<file path="src/rtl/core/dsrc_pkg.sv">
`default_nettype none
// ----------------------------------------------------------------------------
// dsrc_pkg: shared types and helpers of the dual-slope radial compressor
// Widths of the fixed point fields, the parameter bundle, the sideband
// records of the root and divide pipelines, and one step of the digit
// by digit square root used by both the parameter unit and the datapath.
// ----------------------------------------------------------------------------
package dsrc_pkg;

	// field widths
	localparam int MAGW  = 32;            // Q16.16 magnitudes
	localparam int KW    = 24;            // slope ratio, Q8.16
	localparam int CIW   = 2;             // register index
	localparam int AMW   = 34;            // |a|, Q.16
	localparam int BW    = 40;            // b, signed Q23.16
	localparam int L2W   = 48;            // lam^2, Q32.16
	localparam int PPHW  = 34;            // upper partial product of a*m
	localparam int PRODW = 50;            // rounded |a*m|
	localparam int VW    = 52;            // signed sums around rho
	localparam int RADW  = 66;            // root radicand, Q.32
	localparam int NPAIR = RADW / 2;      // root digits
	localparam int ROOTW = NPAIR;         // root width
	localparam int REMW  = ROOTW + 3;     // root remainder
	localparam int QW    = 18;            // quotient bits (q never exceeds 1.0)
	localparam int DNUMW = MAGW + 17;     // (mag << 16) + s/2
	localparam int DREMW = ROOTW + QW;    // divider remainder
	localparam int DW    = 36;            // signed derivative before saturation
	localparam int NUMW  = 42;            // numerator of a

	localparam logic [KW-1:0] K_ONE = 24'h010000;

	// register indexes
	localparam logic [CIW-1:0] REG_KNEE  = 2'd0;
	localparam logic [CIW-1:0] REG_SLOPE = 2'd1;
	localparam logic [CIW-1:0] REG_SOFT  = 2'd2;

	typedef struct packed {
		logic [REMW-1:0]  rem;
		logic [ROOTW-1:0] root;
	} sq_t;

	typedef struct packed {
		logic [MAGW-1:0]        r0;
		logic [AMW-1:0]         am;
		logic                   a_neg;
		logic signed [BW-1:0]   b;
		logic [L2W-1:0]         lam2;
		logic                   valid;
	} param_t;

	typedef struct packed {
		logic [MAGW-1:0]      mag;
		logic                 neg;
		logic signed [VW-1:0] v0;
	} sq_side_t;

	typedef struct packed {
		logic [MAGW-1:0] comp;
		logic            neg;
	} dv_side_t;

	// one restoring square root digit
	function automatic sq_t sqrt_step(input sq_t cur, input logic [1:0] pair);
		logic [REMW-1:0] r2;
		logic [REMW-1:0] trial;
		sq_t nx;
		r2 = {cur.rem[REMW-3:0], pair};
		trial = {1'b0, cur.root, 2'b01};
		nx.root = {cur.root[ROOTW-2:0], 1'b0};
		if (r2 >= trial) begin
			nx.rem = r2 - trial;
			nx.root[0] = 1'b1;
		end else begin
			nx.rem = r2;
		end
		return nx;
	endfunction

	// round to nearest from the final remainder
	function automatic logic [ROOTW-1:0] sqrt_round(input sq_t cur);
		logic [ROOTW-1:0] res;
		res = cur.root;
		if (cur.rem > {{(REMW-ROOTW){1'b0}}, cur.root}) begin
			res = cur.root + 1'b1;
		end
		return res;
	endfunction

endpackage
`default_nettype wire

</file>
<file path="src/rtl/core/dsrc_div_pipe.sv">
`default_nettype none
// ----------------------------------------------------------------------------
// dsrc_div_pipe: pipelined restoring divider
// One quotient bit per stage, most significant first. The quotient is
// known to stay below 2^QW for the operands this block feeds it.
// ----------------------------------------------------------------------------
module dsrc_div_pipe (
	input  wire logic                      clk,
	input  wire logic                      arst_n,
	input  wire logic                      in_valid,
	input  wire logic [dsrc_pkg::DNUMW-1:0] in_num,
	input  wire logic [dsrc_pkg::ROOTW-1:0] in_den,
	input  dsrc_pkg::dv_side_t             in_side,
	output logic                           out_valid,
	output logic [dsrc_pkg::QW-1:0]        out_quo,
	output dsrc_pkg::dv_side_t             out_side
);
	import dsrc_pkg::*;

	logic             vld_s  [QW];
	logic [DREMW-1:0] rem_s  [QW];
	logic [ROOTW-1:0] den_s  [QW];
	logic [QW-1:0]    quo_s  [QW];
	dv_side_t         side_s [QW];

	for (genvar g = 0; g < QW; g++) begin : g_stage
		localparam int J = QW - 1 - g;
		logic             v_in;
		logic [DREMW-1:0] rem_in;
		logic [ROOTW-1:0] den_in;
		logic [QW-1:0]    quo_in;
		dv_side_t         side_in;
		logic [DREMW-1:0] trial;
		logic             ge;

		if (g == 0) begin : g_first
			assign v_in    = in_valid;
			assign rem_in  = DREMW'(in_num);
			assign den_in  = in_den;
			assign quo_in  = '0;
			assign side_in = in_side;
		end else begin : g_next
			assign v_in    = vld_s[g-1];
			assign rem_in  = rem_s[g-1];
			assign den_in  = den_s[g-1];
			assign quo_in  = quo_s[g-1];
			assign side_in = side_s[g-1];
		end

		// compare against the divisor aligned to this bit
		assign trial = DREMW'(den_in) << J;
		assign ge    = rem_in >= trial;

		always_ff @(posedge clk or negedge arst_n) begin
			if (!arst_n) begin
				vld_s[g] <= 1'b0;
			end else begin
				vld_s[g] <= v_in;
			end
		end

		always_ff @(posedge clk) begin
			rem_s[g]  <= ge ? (rem_in - trial) : rem_in;
			den_s[g]  <= den_in;
			quo_s[g]  <= {quo_in[QW-2:0], ge};
			side_s[g] <= side_in;
		end
	end

	assign out_valid = vld_s[QW-1];
	assign out_quo   = quo_s[QW-1];
	assign out_side  = side_s[QW-1];

endmodule
`default_nettype wire
</file>
<file path="config.mk">
export PLATFORM = sky130hd
export DESIGN_NAME = dsrc_div_pipe
export DESIGN_NICKNAME = d
export VERILOG_FILES = /design/src/rtl/core/dsrc_pkg.sv /design/src/rtl/core/dsrc_div_pipe.sv
export SDC_FILE = /design/constraint.sdc
export NUM_CORES = 2
export LEC_CHECK = 0
export BUFFER_PORTS_ARGS = -buffer_cell sky130_fd_sc_hd__buf_2
export CORE_ASPECT_RATIO = 1.4
export CORE_MARGIN = 2
export CORE_UTILIZATION = 60
export CTS_BUF_LIST = sky130_fd_sc_hd__clkbuf_4 sky130_fd_sc_hd__clkbuf_8 sky130_fd_sc_hd__clkbuf_16
export DETAILED_ROUTE_END_ITERATION = 12
export PLACE_DENSITY = 0.83
export SYNTH_ARGS = -nofsm -noshare
export SYNTH_HDL_FRONTEND = slang
export SYNTH_SLANG_ARGS = --single-unit
</file>
<file path="constraint.sdc">
create_clock -name clk -period 7.5 [get_ports clk]
set_clock_uncertainty 0.15 [all_clocks]
set_input_delay 0.375 -clock clk [delete_from_list [all_inputs] [get_ports clk]]
set_output_delay 0.375 -clock clk [all_outputs]
set_load 0.03 [all_outputs]
</file>
### Yosys cells after proc, flatten, opt, wreduce, memory -nomap -nowiden

Memory sizes are Yosys's and may differ from the RTL's.
Index checks and enable logic that the tools add are counted.

| storage, ports and cells | value |
|---|---|
| logic and storage cells | 76 |
| output and inout port bits | 52 |
| register bits | 18 |
| memory bits (writable) | 2,430 |
| memories kept | 4 |

| operators by class | value |
|---|---|
| muxes and demuxes | 18 |
| add/subtract/negate cells | 18 |
| $lt $le $gt $ge | 18 |

Memory list:

| name | depth | bits a word | read ports | clocked after memory_dff | write ports | RTL line | source |
|---|---|---|---|---|---|---|---|
| rem_s | 18 | 51 | 17 | 0 | 18 | dsrc_div_pipe.sv:21 | `logic [DREMW-1:0] rem_s [QW];` |
| den_s | 18 | 33 | 17 | 0 | 18 | dsrc_div_pipe.sv:22 | `logic [ROOTW-1:0] den_s [QW];` |
| side_s | 18 | 33 | 18 | 0 | 18 | dsrc_div_pipe.sv:24 | `dv_side_t side_s [QW];` |
| quo_s | 18 | 18 | 18 | 0 | 18 | dsrc_div_pipe.sv:23 | `logic [QW-1:0] quo_s [QW];` |

Operator list:

| kind | count |
|---|---|
| $mux 51 | 18 |
| $ge 51x33->1 | 1 |
| $ge 51x34->1 | 1 |
| $ge 51x35->1 | 1 |
| $ge 51x36->1 | 1 |
| $ge 51x37->1 | 1 |
| $ge 51x38->1 | 1 |
| $ge 51x39->1 | 1 |
| $ge 51x40->1 | 1 |
| $ge 51x41->1 | 1 |
| $ge 51x42->1 | 1 |
| $ge 51x43->1 | 1 |
| $ge 51x44->1 | 1 |
| $ge 51x45->1 | 1 |
| $ge 51x46->1 | 1 |
| $ge 51x47->1 | 1 |
| $ge 51x48->1 | 1 |
| $ge 51x49->1 | 1 |
| $sub 49x50->51 | 1 |
| $sub 51x33->51 | 1 |
| $sub 51x34->51 | 1 |
| $sub 51x35->51 | 1 |
| $sub 51x36->51 | 1 |
| $sub 51x37->51 | 1 |
| other kinds (13) | 13 |

### Logic depth before layout (Yosys ltp)

An unclocked memory read counts as a cell.

| depth | value |
|---|---|
| depth in word-level cells | 3 |
| mapped depth | 16 |

### Worst setup path before layout

No wires, ideal clock.

| path | value |
|---|---|
| path kind | reg-to-reg |
| start point | memory rem_s[1][15] (netlist name) |
| end point | memory rem_s[2][29] (netlist name) |
| path buffers | 2 |
| path slack | 4.060 ns |
| required time | 7.229 ns |
| data arrival time | 3.170 ns |
| cell stages (with the launch flop) | 16 |
| library setup time | 0.121 ns |
| period minus slack after synthesis | 3.440 ns |
| path through | dfxtp_1 -> inv_1 -> ha_1 -> inv_1 -> fa_1 -> a21o_1 -> a21oi_1 -> o211ai_1 -> nand4_1 -> o21ai_1 -> a21o_1 -> a311o_1 -> a21oi_1 -> buf_4 -> buf_4 -> mux2_2 |

RTL lines:

| item | RTL line |
|---|---|
| start, declared | dsrc_div_pipe.sv:21 |

==> flow_summary.yaml <==
place:
  dpl.hpwl_mm: 184.5
  dp_slack_ns: 2.500
  port_buffers: 169
  placed_cell_area_mm2: 0.08976
  gp_congestion: 1.097
  placed_cells: 10812
route:
  drt-pass1-iter-count: 6
  wl_per_cell_um: 21.31
  drt-total-wl_mm: 242.3
  drt_iter0_markers: 3549
  vias_per_cell: 5.729
  antenna_left: 0
  via_count: 65134
  drcViolationCount: 0
sta:
  setup_ws_ns: 2.138
  fmax_ghz: 0.1865
  fin_tns_setup_ns: 0
  period_share_pct: 71.49
  holdWs_ns: 0.04700
  setup_violations: 0
  rsz0062_at_grt: "no"
  relSlewSlack_pct: -4.213
  hold_viol: 0
  slew_violations: 3
  finalWorstPathRequiredPeriod_ns: 5.362
  worst-slew-pin-transition_ns: 1.549
yosys:
  avgSynthCellArea_um2: 9.760
  synth_top_area_share_pct: 50.31
  synth-seq-cells: 2211
  yosys_most_used_dff: "dfxtp_1"
  synthesis.nets: 9669
  yosysMostFrequentCell: "dfxtp_1"
  yosysUniqueCellTypes: 110
  synth_seq_area_share_pct: 50.83
  yosysWarnings: 0
  synth_cells: 8941
  synth_top_area_cell: "dfxtp_1"
  synthTopCellsByArea: "dfxtp_1 (50%), ha_1 (8.5%), a21oi_1 (4.3%)"
  async_flop_share_pct: 0.8141
  synth_edf_count: 0
  yosys-top-cells-count: "dfxtp_1 (2193), inv_1 (771), a21oi_1 (755)"
  syn-cell-area_mm2: 0.08726
critical_path:
  slowest_delay_ns: 0.79
  path_max_fanout: 52
  end_kind: "flip-flop"
  cp_cell_sequence: "inv_1 > ha_1 > inv_1 > fa_1 > a21o_1 > a21oi_1 > o21a_1 > o21bai_1 > o21ai_1 > o31ai_1 > a21oi_1 > o31ai_4 > buf_4 > buf_4 > mux2_2"
  worst-setup-path-type: "reg -> reg"
  slowest_stage: "o21bai_1"
  worstPathBufferInverterCount: 4
  worstPathArrival_ns: 5.93
  cp_top_family: "compound AO/OA/AOI/OAI gates"
  startpoint_type: "flip-flop"
  crit_required_ns: 8.07
final_layout:
  finalCoreUtilization_pct: 68.36
  fin_area_mm2: 0.09879
  seq_area_mm2: 0.04435
  multiInputGateArea_mm2: 0.03900
  nets: 10003
  area_delta_synth_final_pct: 13.22
  fin_cells: 11370
  nFillCells: 10861
  drive_gt1_share_pct: 8.111
die:
  die_w_um: 326.3
  coreArea_mm2: 0.1445
  row_count: 165
  die_area_mm2: 0.1485
  pin_count: 170
  initial_core_util_pct: 60.38
  die_h_um: 455.2
grt:
  grt_max_degree: 69
  antenna_found_initial: 6
  grt_pass1_wl_mm: 366.2
  globalRouteOverflowTotal: 0
  grt.total_usage_pct: 32.04
  grt_pass1_vias: 67894
power:
  p_leak_nw: 44.53
  peakVddDrop_mv: 0.3399
  power.density_mw_per_mm2: 453.6
  p_total_mw: 44.81
run_status:
  run_status: "finished, violations left"
  failed_checks: "capacitance limit, slew limit"
clock_network:
  cts.sinks: 2211
  cts_setup_buffers: 0
  tritoncts: "yes"
  htree_levels: 4
  clk_pin_slew_worst_paths_ns: 0.07
  clkLatencyLatePin_ns: 0.87
  numCtsBuffers: 193
  clk_path_buf_depth: 3
  root_buffer: "clkbuf_16"
min_path:
  min_path_type: "in -> reg"
flow_run:
  cap_violations: 1
-- metal layers --
| metal | share of wire (%) | GRT usage [%] | vias up |
|---|---|---|---|
| met5 | 0.013 | 0 | - |
| met4 | 12 | 33.45 | 4 |
| met3 | 3.6 | 4.935 | 1044 |
| met2 | 55 | 65.19 | 2060 |
| met1 | 29 | 23.77 | 30456 |
| li1 | - | - | 31570 |
-- layout make-up --
class	instances	share of cell area [%]
clock inverters	106	1.630
inverters	772	2.938
multi-input cells	5706	39.47
well taps	1920	2.432
flip-flops and latches	2211	44.89
diodes	6	0.01520
clock buffers	258	5.585
repair buffers	391	3.032
-- power breakdown --
group	switching (mW)	internal [mW]	leakage, nW
combinational	10.4	7.38	22.4
clock	4.55	6.17	3.50
sequential	1.96	14.4	18.7
-- logic make-up after synthesis --
kind of cell,after synthesis,share of synthesized area (%)
xor gates and xnor gates,613,6.153
buffers and inverters,1024,4.643
adders and majority gates,610,8.893
DFF,2211,50.83
and+or+nand+nor,2117,11.82
muxes,119,1.534
AOI/OAI and AO/OA,2247,16.13
-- sequential cells by signal, summed over array words and instances (netlist names) --
signal / cells
rem_s: 867
g_stage.v_in: 17
den_s: 561
side_s: 594
quo_s: 171
out_valid: 1
-- cells in the final DEF, fill, tap and decap left out, types with 40 or more instances in the layout --
cell type / Yosys / routed
a211oi_1: 68 / 66
a21o_1: 340 / 340
a21oi_1: 755 / 753
a31oi_1: 66 / 64
and3_1: 57 / 57
buf_2: 39 / 169
clkbuf_16: 0 / 193
clkinv_2: 0 / 40
dfxtp_1: 2193 / 2193
dlygate4sd3_1: 0 / 188
ha_1: 593 / 593
inv_1: 771 / 771
mux2_2: 91 / 91
nand2_1: 604 / 604
nand2b_1: 86 / 86
nand3_1: 146 / 146
nand4_1: 130 / 130
nor2_1: 546 / 546
nor2b_1: 73 / 73
nor3_1: 145 / 145
nor4_1: 80 / 77
o21a_1: 78 / 77
o21ai_0: 493 / 493
o21bai_1: 81 / 81
o31ai_1: 54 / 53
or3_1: 54 / 53
xnor2_1: 342 / 342
xor2_1: 271 / 271
-- worst paths after layout --
path | end | startpoint | slack (ns) | depth (start not counted)
min in group asynchronous | g_stage[2].v_in | arst_n | 0.53 | 3
max | rem_s[10][34] | rem_s[9][7] | 2.14 | 15
max in group asynchronous | g_stage[10].v_in | arst_n | 6.14 | 3
min reg2reg | side_s[15][11] | side_s[14][11] | 0.14 | 0
max reg2reg | rem_s[10][34] | rem_s[9][7] | 2.14 | 15
min | rem_s[0][5] | in_num[5] | 0.05 | 2
-- repair_timing --
action | in CTS | in global routing
resized for setup | 0 | 0
hold buffers | 187 | 1
endpoints found under the hold margin | 136 | 1
(Power assumes the default switching activity.)
